### src/hw/rtl/gspe_pkg.sv
package gspe_pkg;

    localparam int unsigned NUM_BYTES      = 9;
    localparam int unsigned BYTE_IDX_W     = 4;
    localparam int unsigned BIT_IDX_W      = 3;
    localparam int unsigned TICK_W         = 16;
    localparam logic [TICK_W-1:0] HALF_BIT_RESET = 16'd16;

    localparam logic [7:0] CMD_START = 8'h01;
    localparam logic [7:0] CMD_POLL  = 8'h42;
    localparam logic [7:0] CMD_IDLE  = 8'h00;

    localparam logic [BYTE_IDX_W-1:0] IDX_START = 4'd0;
    localparam logic [BYTE_IDX_W-1:0] IDX_POLL  = 4'd1;

    // Command byte sent in each slot of the frame.
    function automatic logic [7:0] command_byte(input logic [BYTE_IDX_W-1:0] idx);
        logic [7:0] b;
        b = CMD_IDLE;
        if (idx == IDX_START) begin
            b = CMD_START;
        end else if (idx == IDX_POLL) begin
            b = CMD_POLL;
        end
        return b;
    endfunction

endpackage

### src/hw/rtl/gspe_in_if.sv
interface gspe_in_if;
    logic valid;
    logic ready;
    logic start_scan;
    logic din_level;

    modport source (output valid, output start_scan, output din_level, input ready);
    modport sink   (input valid, input start_scan, input din_level, output ready);
endinterface

### src/hw/rtl/gspe_out_if.sv
interface gspe_out_if;
    logic       valid;
    logic       ready;
    logic       select_n;
    logic       clock_level;
    logic       command_level;
    logic       scan_done;
    logic [7:0] mode_id;
    logic [7:0] buttons_low;
    logic [7:0] buttons_high;
    logic [7:0] right_stick_x;
    logic [7:0] right_stick_y;
    logic [7:0] left_stick_x;
    logic [7:0] left_stick_y;

    modport source (
        output valid, output select_n, output clock_level, output command_level,
        output scan_done, output mode_id, output buttons_low, output buttons_high,
        output right_stick_x, output right_stick_y, output left_stick_x,
        output left_stick_y, input ready
    );
    modport sink (
        input valid, input select_n, input clock_level, input command_level,
        input scan_done, input mode_id, input buttons_low, input buttons_high,
        input right_stick_x, input right_stick_y, input left_stick_x,
        input left_stick_y, output ready
    );
endinterface

### src/hw/rtl/gamepad_serial_poll_engine_core.sv
// Gamepad poll master. Every input item is one timebase tick carrying the
// sampled data-in pin and a start request; every item yields exactly one
// result item with the pin levels after that tick and the last latched pad
// fields. An accepted start opens a frame of 9 bytes sent LSB first
// (0x01, 0x42, then seven 0x00): each bit is a clock-low half period with
// command driven, then a clock-high half period with data-in sampled on its
// first tick; a gap half period with command high follows each byte. On the
// frame's end tick select rises, scan_done pulses and mode, inverted buttons
// and the four stick bytes update. Starts are ignored while busy (including
// the end tick). The half period length in ticks is i_cfg_wdata, written
// with i_cfg_we; 0 acts as 1 and a write takes effect at once. Throughput is
// one item per clock while the skid register is empty: the tick state update
// is a single pass of logic into the state registers, and a two-entry output
// buffer (result register plus skid register) lets a tick be accepted while a
// result waits to be taken; ready drops while the skid register is full.
module gamepad_serial_poll_engine_core (
    input  logic                         i_clk,
    input  logic                         i_rst_n,
    input  logic                         i_cfg_we,
    input  logic [gspe_pkg::TICK_W-1:0]  i_cfg_wdata,
    gspe_in_if.sink                      i_in,
    gspe_out_if.source                   o_out
);
    import gspe_pkg::*;

    typedef enum logic [1:0] {
        PH_LOW  = 2'd0,
        PH_HIGH = 2'd1,
        PH_GAP  = 2'd2
    } t_phase;

    typedef struct packed {
        logic       select_n;
        logic       clock_level;
        logic       command_level;
        logic       scan_done;
        logic [7:0] mode_id;
        logic [7:0] buttons_low;
        logic [7:0] buttons_high;
        logic [7:0] right_stick_x;
        logic [7:0] right_stick_y;
        logic [7:0] left_stick_x;
        logic [7:0] left_stick_y;
    } t_result;

    // config
    logic [TICK_W-1:0] r_half_ticks;

    // frame state
    logic                  r_busy, n_busy;
    logic [BYTE_IDX_W-1:0] r_byte_idx, n_byte_idx;
    logic [BIT_IDX_W-1:0]  r_bit_idx, n_bit_idx;
    t_phase                r_phase, n_phase;
    logic [TICK_W-1:0]     r_tick, n_tick;
    logic [7:0]            r_shift, n_shift;
    logic [7:0]            r_rx [NUM_BYTES];
    logic                  rx_we;
    logic                  end_tick;
    logic [7:0]            r_mode, n_mode;
    logic [7:0]            r_btn_lo, n_btn_lo;
    logic [7:0]            r_btn_hi, n_btn_hi;
    logic [7:0]            r_rsx, n_rsx;
    logic [7:0]            r_rsy, n_rsy;
    logic [7:0]            r_lsx, n_lsx;
    logic [7:0]            r_lsy, n_lsy;

    // output buffer
    logic    r_out_valid, r_skid_valid;
    t_result r_out, r_skid;
    t_result res;

    logic              in_fire, out_fire;
    logic [TICK_W-1:0] half;
    logic [TICK_W:0]   tick_inc;
    logic              period_end;
    logic [7:0]        cmd_byte;

    assign i_in.ready = !r_skid_valid;
    assign in_fire    = i_in.valid && !r_skid_valid;
    assign out_fire   = r_out_valid && o_out.ready;

    assign half       = (r_half_ticks == '0) ? {{(TICK_W-1){1'b0}}, 1'b1} : r_half_ticks;
    assign tick_inc   = {1'b0, r_tick} + {{TICK_W{1'b0}}, 1'b1};
    assign period_end = !(tick_inc < {1'b0, half});

    // Next tick state
    always_comb begin
        n_busy     = r_busy;
        n_byte_idx = r_byte_idx;
        n_bit_idx  = r_bit_idx;
        n_phase    = r_phase;
        n_tick     = r_tick;
        n_shift    = r_shift;
        rx_we      = 1'b0;
        n_mode     = r_mode;
        n_btn_lo   = r_btn_lo;
        n_btn_hi   = r_btn_hi;
        n_rsx      = r_rsx;
        n_rsy      = r_rsy;
        n_lsx      = r_lsx;
        n_lsy      = r_lsy;
        end_tick   = 1'b0;

        if (!r_busy) begin
            if (i_in.start_scan) begin
                n_busy     = 1'b1;
                n_byte_idx = '0;
                n_bit_idx  = '0;
                n_phase    = PH_LOW;
                n_tick     = '0;
                n_shift    = '0;
            end
        end else if (!period_end) begin
            n_tick = tick_inc[TICK_W-1:0];
        end else begin
            n_tick = '0;
            unique case (r_phase)
                PH_LOW: begin
                    n_phase            = PH_HIGH;
                    n_shift[r_bit_idx] = i_in.din_level;
                end
                PH_HIGH: begin
                    if (r_bit_idx != '1) begin
                        n_bit_idx = r_bit_idx + 1'b1;
                        n_phase   = PH_LOW;
                    end else begin
                        rx_we     = (r_byte_idx < BYTE_IDX_W'(NUM_BYTES));
                        n_bit_idx = '0;
                        n_phase   = PH_GAP;
                    end
                end
                default: begin
                    // gap: next byte, or close the frame
                    if (r_byte_idx < BYTE_IDX_W'(NUM_BYTES - 1)) begin
                        n_byte_idx = r_byte_idx + 1'b1;
                        n_phase    = PH_LOW;
                        n_shift    = '0;
                    end else begin
                        n_busy     = 1'b0;
                        n_byte_idx = '0;
                        n_bit_idx  = '0;
                        n_phase    = PH_LOW;
                        n_mode     = r_rx[1];
                        n_btn_lo   = ~r_rx[3];
                        n_btn_hi   = ~r_rx[4];
                        n_rsx      = r_rx[5];
                        n_rsy      = r_rx[6];
                        n_lsx      = r_rx[7];
                        n_lsy      = r_rx[8];
                        end_tick   = 1'b1;
                    end
                end
            endcase
        end
    end

    // Pin levels after this tick
    assign cmd_byte = command_byte(n_byte_idx);

    always_comb begin
        res.select_n      = !n_busy;
        res.clock_level   = !(n_busy && (n_phase == PH_LOW));
        res.command_level = (n_busy && (n_phase == PH_LOW)) ? cmd_byte[n_bit_idx] : 1'b1;
        res.scan_done     = end_tick;
        res.mode_id       = n_mode;
        res.buttons_low   = n_btn_lo;
        res.buttons_high  = n_btn_hi;
        res.right_stick_x = n_rsx;
        res.right_stick_y = n_rsy;
        res.left_stick_x  = n_lsx;
        res.left_stick_y  = n_lsy;
    end

    always_ff @(posedge i_clk) begin
        if (!i_rst_n) begin
            r_half_ticks <= HALF_BIT_RESET;
        end else if (i_cfg_we) begin
            r_half_ticks <= i_cfg_wdata;
        end
    end

    always_ff @(posedge i_clk) begin
        if (!i_rst_n) begin
            r_busy     <= 1'b0;
            r_byte_idx <= '0;
            r_bit_idx  <= '0;
            r_phase    <= PH_LOW;
            r_tick     <= '0;
            r_shift    <= '0;
            r_mode     <= '0;
            r_btn_lo   <= '0;
            r_btn_hi   <= '0;
            r_rsx      <= '0;
            r_rsy      <= '0;
            r_lsx      <= '0;
            r_lsy      <= '0;
            for (int i = 0; i < NUM_BYTES; i++) begin
                r_rx[i] <= '0;
            end
        end else if (in_fire) begin
            r_busy     <= n_busy;
            r_byte_idx <= n_byte_idx;
            r_bit_idx  <= n_bit_idx;
            r_phase    <= n_phase;
            r_tick     <= n_tick;
            r_shift    <= n_shift;
            r_mode     <= n_mode;
            r_btn_lo   <= n_btn_lo;
            r_btn_hi   <= n_btn_hi;
            r_rsx      <= n_rsx;
            r_rsy      <= n_rsy;
            r_lsx      <= n_lsx;
            r_lsy      <= n_lsy;
            if (rx_we) begin
                r_rx[r_byte_idx] <= r_shift;
            end
        end
    end

    // Result register with skid stage
    always_ff @(posedge i_clk) begin
        if (!i_rst_n) begin
            r_out_valid  <= 1'b0;
            r_skid_valid <= 1'b0;
        end else if (out_fire) begin
            if (r_skid_valid) begin
                r_out_valid  <= 1'b1;
                r_skid_valid <= 1'b0;
            end else begin
                r_out_valid <= in_fire;
            end
        end else if (in_fire) begin
            if (!r_out_valid) begin
                r_out_valid <= 1'b1;
            end else begin
                r_skid_valid <= 1'b1;
            end
        end
    end

    always_ff @(posedge i_clk) begin
        if (out_fire && r_skid_valid) begin
            r_out <= r_skid;
        end else if (in_fire && (out_fire || !r_out_valid)) begin
            r_out <= res;
        end
        if (in_fire && r_out_valid && !out_fire) begin
            r_skid <= res;
        end
    end

    assign o_out.valid         = r_out_valid;
    assign o_out.select_n      = r_out.select_n;
    assign o_out.clock_level   = r_out.clock_level;
    assign o_out.command_level = r_out.command_level;
    assign o_out.scan_done     = r_out.scan_done;
    assign o_out.mode_id       = r_out.mode_id;
    assign o_out.buttons_low   = r_out.buttons_low;
    assign o_out.buttons_high  = r_out.buttons_high;
    assign o_out.right_stick_x = r_out.right_stick_x;
    assign o_out.right_stick_y = r_out.right_stick_y;
    assign o_out.left_stick_x  = r_out.left_stick_x;
    assign o_out.left_stick_y  = r_out.left_stick_y;

endmodule
### src/flat_wrapper.sv
// flat-port wrapper written by rule: the top's interface ports become plain ports
module gamepad_serial_poll_engine_core_flat import gspe_pkg::*;
  (i_clk, i_rst_n, i_cfg_we, i_cfg_wdata, i_in_valid, i_in_start_scan, i_in_din_level, i_in_ready, o_out_valid, o_out_select_n, o_out_clock_level, o_out_command_level, o_out_scan_done, o_out_mode_id, o_out_buttons_low, o_out_buttons_high, o_out_right_stick_x, o_out_right_stick_y, o_out_left_stick_x, o_out_left_stick_y, o_out_ready);
  gspe_in_if i_in_i ();
  gspe_out_if o_out_i ();
  input  logic i_clk;
  input  logic i_rst_n;
  input  logic i_cfg_we;
  input  logic [gspe_pkg::TICK_W-1:0] i_cfg_wdata;
  input wire logic [$bits(i_in_i.valid)-1:0] i_in_valid;
  input wire logic [$bits(i_in_i.start_scan)-1:0] i_in_start_scan;
  input wire logic [$bits(i_in_i.din_level)-1:0] i_in_din_level;
  output wire logic [$bits(i_in_i.ready)-1:0] i_in_ready;
  output wire logic [$bits(o_out_i.valid)-1:0] o_out_valid;
  output wire logic [$bits(o_out_i.select_n)-1:0] o_out_select_n;
  output wire logic [$bits(o_out_i.clock_level)-1:0] o_out_clock_level;
  output wire logic [$bits(o_out_i.command_level)-1:0] o_out_command_level;
  output wire logic [$bits(o_out_i.scan_done)-1:0] o_out_scan_done;
  output wire logic [$bits(o_out_i.mode_id)-1:0] o_out_mode_id;
  output wire logic [$bits(o_out_i.buttons_low)-1:0] o_out_buttons_low;
  output wire logic [$bits(o_out_i.buttons_high)-1:0] o_out_buttons_high;
  output wire logic [$bits(o_out_i.right_stick_x)-1:0] o_out_right_stick_x;
  output wire logic [$bits(o_out_i.right_stick_y)-1:0] o_out_right_stick_y;
  output wire logic [$bits(o_out_i.left_stick_x)-1:0] o_out_left_stick_x;
  output wire logic [$bits(o_out_i.left_stick_y)-1:0] o_out_left_stick_y;
  input wire logic [$bits(o_out_i.ready)-1:0] o_out_ready;
  assign i_in_i.valid = i_in_valid;
  assign i_in_i.start_scan = i_in_start_scan;
  assign i_in_i.din_level = i_in_din_level;
  assign i_in_ready = i_in_i.ready;
  assign o_out_valid = o_out_i.valid;
  assign o_out_select_n = o_out_i.select_n;
  assign o_out_clock_level = o_out_i.clock_level;
  assign o_out_command_level = o_out_i.command_level;
  assign o_out_scan_done = o_out_i.scan_done;
  assign o_out_mode_id = o_out_i.mode_id;
  assign o_out_buttons_low = o_out_i.buttons_low;
  assign o_out_buttons_high = o_out_i.buttons_high;
  assign o_out_right_stick_x = o_out_i.right_stick_x;
  assign o_out_right_stick_y = o_out_i.right_stick_y;
  assign o_out_left_stick_x = o_out_i.left_stick_x;
  assign o_out_left_stick_y = o_out_i.left_stick_y;
  assign o_out_i.ready = o_out_ready;
  gamepad_serial_poll_engine_core u_core (.i_clk(i_clk), .i_rst_n(i_rst_n), .i_cfg_we(i_cfg_we), .i_cfg_wdata(i_cfg_wdata), .i_in(i_in_i), .o_out(o_out_i));
endmodule
### config.mk
export PLATFORM = sky130hd
export DESIGN_NAME = gamepad_serial_poll_engine_core_flat
export DESIGN_NICKNAME = d
export VERILOG_FILES = /design/src/hw/rtl/gspe_pkg.sv /design/src/hw/rtl/gspe_in_if.sv /design/src/hw/rtl/gspe_out_if.sv /design/src/hw/rtl/gamepad_serial_poll_engine_core.sv /design/src/flat_wrapper.sv
export SDC_FILE = /design/constraint.sdc
export NUM_CORES = 1
export LEC_CHECK = 0
export BUFFER_PORTS_ARGS = -buffer_cell sky130_fd_sc_hd__buf_4
export CAP_MARGIN = 20
export CORE_MARGIN = 4
export CORE_UTILIZATION = 60
export CTS_CLUSTER_SIZE = 8
export DETAILED_ROUTE_END_ITERATION = 7
export GPL_ROUTABILITY_DRIVEN = 0
export PLACE_DENSITY = 0.8
export SETUP_SLACK_MARGIN = 0.5
export SLEW_MARGIN = 10
export SYNTH_ARGS = -nofsm -noshare
export SYNTH_HDL_FRONTEND = slang
export SYNTH_SLANG_ARGS = --single-unit
### constraint.sdc
create_clock -name i_clk -period 8.7 [get_ports i_clk]
set_clock_uncertainty 0.1 [all_clocks]
set_input_delay 0.435 -clock i_clk [delete_from_list [all_inputs] [get_ports i_clk]]
set_output_delay 0.435 -clock i_clk [all_outputs]
set_load 0.05 [all_outputs]
== Word-level counts from Yosys, hierarchy flattened ==
Memories as Yosys holds them, arrays and structs flattened.
Cells that the tools add are included.

* Add/sub/neg operators: 3
* $lt $le $gt $ge: 6
* Equality and inequality tests: 6
* Multiplexer cells: 87
* Bitwise operators: 3
* Reductions and logical operators: 27

{| class="wikitable"
|+ Operator list
! operator !! count
|-
| $mux W8 || 34
|-
| $mux W60 || 2
|-
| $mux W16 || 4
|-
| $mux W1 || 25
|-
| $mux W4 || 6
|-
| $add A16 B1 Y17 const B || 1
|-
| $lt A17 B16 Y1 || 1
|-
| $logic_not A16 Y1 || 1
|-
| $not A8 Y8 || 2
|-
| $pmux W8 S2 || 1
|-
| $mux W3 || 5
|-
| $bwmux W8 || 1
|-
| $logic_and A1 B1 Y1 || 8
|-
| $lt A3 B4 Y1 const B || 2
|-
| $lt A4 B4 Y1 const B || 2
|-
| $mux W2 || 4
|-
| $reduce_or A8 Y1 || 1
|-
| $mux W7 || 1
|-
| $ne A3 B3 Y1 const B || 2
|-
| $pmux W3 S2 || 1
|-
| $reduce_bool A2 Y1 || 3
|-
| $logic_not A1 Y1 || 5
|-
| $reduce_and A5 Y1 || 1
|-
| $add A4 B1 Y4 const B || 1
|-
| 14 further kinds || 18
|}

* Register bits: 228
* RAM bits: 72
* Output and inout bits: 62
* Word-level logic and storage cells: 171
* Memories kept: 1

{| class="wikitable"
|+ Memory list
! name !! depth !! bits a word !! read ports !! clocked after Yosys merged registers in !! write ports !! RTL line !! source
|-
| u_core.r_rx || 9 || 8 || 7 || 0 || 9 || gamepad_serial_poll_engine_core.sv:56 || <nowiki>logic [7:0] r_rx [NUM_BYTES];</nowiki>
|}

== Logic depth before layout (Yosys ltp) ==
* Depth in word-level cells: 13
* Mapped depth: 18

== Worst setup path before layout ==
Ideal clock, no wire load.

* Path type: in2reg
* From: in i_in_valid
* To: reg u_core.r_out (netlist bit u_core.o_out.buttons_high[0]), enable pin
* Setup time: 0.498 ns
* Data arrival time: 4.273 ns
* Data required time: 8.102 ns
* Setup slack: 3.829 ns
* Stages on the path: 5
* Buffers on the path: 2
* Cell sequence: nor2b_1 clkbuf_1 clkbuf_1 a21oi_1 a21oi_1

* Longest elaborated chain between the ends: 3

{| class="wikitable"
|+ Ends and longest elaborated chain
! element !! RTL line !! source
|-
| start: declaration || flat_wrapper.sv:10 || <nowiki>input wire logic [$bits(i_in_i.valid)-1:0] i_in_valid;</nowiki>
|-
| $logic_and A1 B1 Y1 || gamepad_serial_poll_engine_core.sv:79 || <nowiki>assign in_fire = i_in.valid && !r_skid_valid;</nowiki>
|-
| $logic_and A1 B1 Y1 || gamepad_serial_poll_engine_core.sv:244 || <nowiki>end else if (in_fire && (out_fire || !r_out_valid)) begin</nowiki>
|-
| $reduce_bool A2 Y1 (no line) || n/a ||
|-
| end signal: assignment || gamepad_serial_poll_engine_core.sv:243 || <nowiki>r_out <= r_skid;</nowiki>
|-
| end signal: assignment || gamepad_serial_poll_engine_core.sv:245 || <nowiki>r_out <= res;</nowiki>
|-
| end: declaration || gamepad_serial_poll_engine_core.sv:69 || <nowiki>t_result r_out, r_skid;</nowiki>
|}

Every way passes these cells.
A chain may end at the register's enable or synchronous reset.

==> results.sh <==
export IMPL_outcome="complete, no violations"
export IMPL_initial_core_util_pct=61.1
export IMPL_crit_fanout=27
export IMPL_postCtsSetupRepairBufs=0
export IMPL_syn_avg_cell_area_um2=11.1
export IMPL_fmax_ghz=0.212
export IMPL_async_flop_share_pct=0
export IMPL_ctsHoldBuffers=0
export IMPL_leakage_nw=6.59
export IMPL_worst_path_largest_cell_delay_ns=0.47
export IMPL_io_pins=85
export IMPL_final_antenna_net_count=0
export IMPL_dr_first_iter_drc_count=596
export IMPL_startpoint_type="register"
export IMPL_clkLatencyLatePin_ns=0.52
export IMPL_ys_warnings_count=0
export IMPL_whs_ns=0.0392
export IMPL_dpl_cell_count=1412
export IMPL_row_count=52
export IMPL_antenna_found_initial=0
export IMPL_path_clk_slew_ns=0.05
export IMPL_overflow=0
export IMPL_hold_viol_final=0
export IMPL_syn_to_final_growth_pct=16.6
export IMPL_die_w_um=152
export IMPL_nFillCells=1403
export IMPL_drc=0
export IMPL_crit_arrival_ns=4.82
export IMPL_vias=8368
export IMPL_final_cell_mix="edfxtp_1, nand2_1, dfxtp_1"
export IMPL_postSynthCellCount=1113
export IMPL_synth_area_leaders="edfxtp_1, dfxtp_1, nand2_1"
export IMPL_instances_no_fill=1488
export IMPL_cts_root_buf="clkbuf_16"
export IMPL_worst_slew_margin_rel_pct=31.2
export IMPL_dp_hpwl_mm=14.8
export IMPL_hold_path_class="in -> reg"
export IMPL_p_per_area_nw_per_um2=228
export IMPL_slowest_stage="o211ai_2"
export IMPL_drive_gt1_share_pct=13.7
export IMPL_htreeDepth=2
export IMPL_antenna_cells=0
export IMPL_grt_max_degree=100
export IMPL_setup_tns_final_ns=0
export IMPL_vias_per_cell=5.62
export IMPL_path_class="reg -> reg"
export IMPL_cts_sinks=284
export IMPL_ir_worst_vdd_v=0.000137
export IMPL_rsz0062_at_grt="no"
export IMPL_io_buffers=84
export IMPL_worstSetupEndpointType="register"
export IMPL_slew_violations=0
export IMPL_cts_buffer_depth=3
export IMPL_synth_seq_cells=284
export IMPL_r2r_setup_slack_ns=3.98
export IMPL_finalCriticalPeriod_ns=4.72
export IMPL_cts_tree="built"
export IMPL_final_common_cell="edfxtp_1"
export IMPL_finalCritPeriodShare_pct=54.3
export IMPL_synth_edf_count=176
export IMPL_synth_main_ff_cell="edfxtp_1"
export IMPL_die_height_um=152
export IMPL_grt_pass1_wl_mm=39.7
export IMPL_report_final_setup_viol=0
export IMPL_crit_chain="and3_1 -> nand3_1 -> nor2_1 -> nand4_1 -> xnor2_1 -> ha_1 -> nand3_1 -> nor3_1 -> nand4_1 -> o211ai_2 -> and3_2 -> nand4_4 -> nor3b_4 -> buf_6 -> a21bo_2"
export IMPL_wirelength_mm=24.4
export IMPL_worst_slew_pin_slew_ns=1.03
export IMPL_synth_area_um2=12400
export IMPL_synth_top_area_share_pct=42.7
export IMPL_first_pass_iters=5
export IMPL_cts_buffers=41
export IMPL_seq_area_frac_synth_pct=60.2
export IMPL_synth_cell_types=61
export IMPL_cp_required_ns=8.80
export IMPL_cap_violations=0
export IMPL_die_area_um2=23000
export IMPL_synth_nets=1159
export IMPL_grt_use_total_pct=21.5
export IMPL_core_area_um2=20200
export IMPL_grt_pass1_vias=8117
export IMPL_cts_resized=0
export IMPL_synth_area_leader_cell="edfxtp_1"
export IMPL_final_nets=1235
export IMPL_wl_per_cell_um=16.4
[per-layer routing]
metal,global-route usage [%],vias up,part of all wire [%]
met5,0,-,0
met2,35.5,249,48
met4,8.40,0,2.7
li1,-,4102,-
met3,4.67,58,6.5
met1,27.8,3959,43
[Yosys cell counts (9+ instances only)]
| cell type | instances |
|---|---|
| a21boi_1 | 12 |
| a21oi_1 | 63 |
| a22oi_1 | 16 |
| and2_1 | 32 |
| and3_1 | 37 |
| clkbuf_1 | 50 |
| dfxtp_1 | 108 |
| edfxtp_1 | 176 |
| ha_1 | 23 |
| inv_1 | 65 |
| mux2i_1 | 55 |
| nand2_1 | 166 |
| nand3_1 | 10 |
| nand4_1 | 9 |
| nor2_1 | 71 |
| nor2b_1 | 39 |
| o211a_1 | 43 |
| o21ai_0 | 25 |
| o21ai_1 | 18 |
| xnor2_1 | 11 |
[registers in the layout (all words and copies together) (netlist names), 2 cells and up]
name                        cells
u_core.o_out.mode_id            8
u_core.o_out.buttons_high       8
u_core.r_byte_idx               4
u_core.o_out.right_stick_x      8
u_core.o_out.buttons_low        8
u_core.o_out.right_stick_y      8
u_core.r_mode                   8
u_core.r_btn_hi                 8
u_core.r_rsx                    8
u_core.r_shift                  8
u_core.r_tick                  16
u_core.r_half_ticks            16
u_core.r_rsy                    8
u_core.o_out.left_stick_y       8
u_core.r_phase                  2
u_core.r_bit_idx                3
u_core.r_lsy                    8
u_core.r_lsx                    8
u_core.r_rx                    56
u_core.o_out.left_stick_x       8
u_core.r_btn_lo                 8
u_core.r_skid                  60
[metrics by stage]
stage | total power, W | utilization (%) | setup slack [ns] | cell area, um^2
6_report | 0.00329 | 71.3 | 3.98 | 14400
5_1_grt | 0.00341 | 71.3 | 3.60 | 14400
4_1_cts | 0.00332 | 71.0 | 3.63 | 14400
3_5_place_dp | 0.00185 | 65.0 | 3.67 | 13200
3_3_place_gp | 0.00184 | 65.0 | 3.92 | 13200
2_1_floorplan | 0.00176 | - | 3.83 | 12400
[power breakdown]
part / switching [W] / internal, W
registers: 0.0000330 / 0.00150
clock network: 0.000545 / 0.000927
logic: 0.000196 / 0.0000887
[critical path: cells and delay by family, from the launching register on]
family,cells,cell delay (ns)
and+or+nand+nor,10,2.38
AOI/OAI and AO/OA,2,0.76
adders and majority gates,1,0.34
xor gates and xnor gates,1,0.17
DFF,1,0.39
buffers and inverters,1,0.26
[path summary, 6_finish.rpt]
| kind | from | end | cells after the start |
|---|---|---|---|
| min reg2reg | u_core.r_btn_lo[2] | u_core.r_btn_lo[2] | 2 |
| max | u_core.r_tick[0] | u_core.r_rx[5][4] | 15 |
| min | i_cfg_wdata[4] | u_core.r_half_ticks[4] | 3 |
| max reg2reg | u_core.r_tick[0] | u_core.r_rx[5][4] | 15 |
[layout make-up]
| class | count | area [um^2] | area share, % |
|---|---|---|---|
| Inverter | 65 | 244 | 1.69 |
| Tap cell | 270 | 338 | 2.34 |
| Clock inverter | 3 | 66.3 | 0.460 |
| Clock buffer | 69 | 1150 | 7.99 |
| Timing Repair Buffer | 96 | 739 | 5.13 |
| Sequential cell | 284 | 7450 | 51.6 |
| Multi-Input combinational cell | 701 | 4440 | 30.8 |
[kinds of logic (layout without fill, tap and decap cells)]
group | count (synthesis) | after routing | synth area share, %
muxes | 55 | 55 | 4.45
buffers and inverters | 128 | 233 | 4.17
xor gates and xnor gates | 14 | 14 | 0.991
adders and majority gates | 23 | 23 | 2.33
DFF | 284 | 284 | 60.2
AOI/OAI and AO/OA | 220 | 220 | 12.5
and+or+nand+nor | 389 | 389 | 15.3
Power figures use the tool's default switching activity.
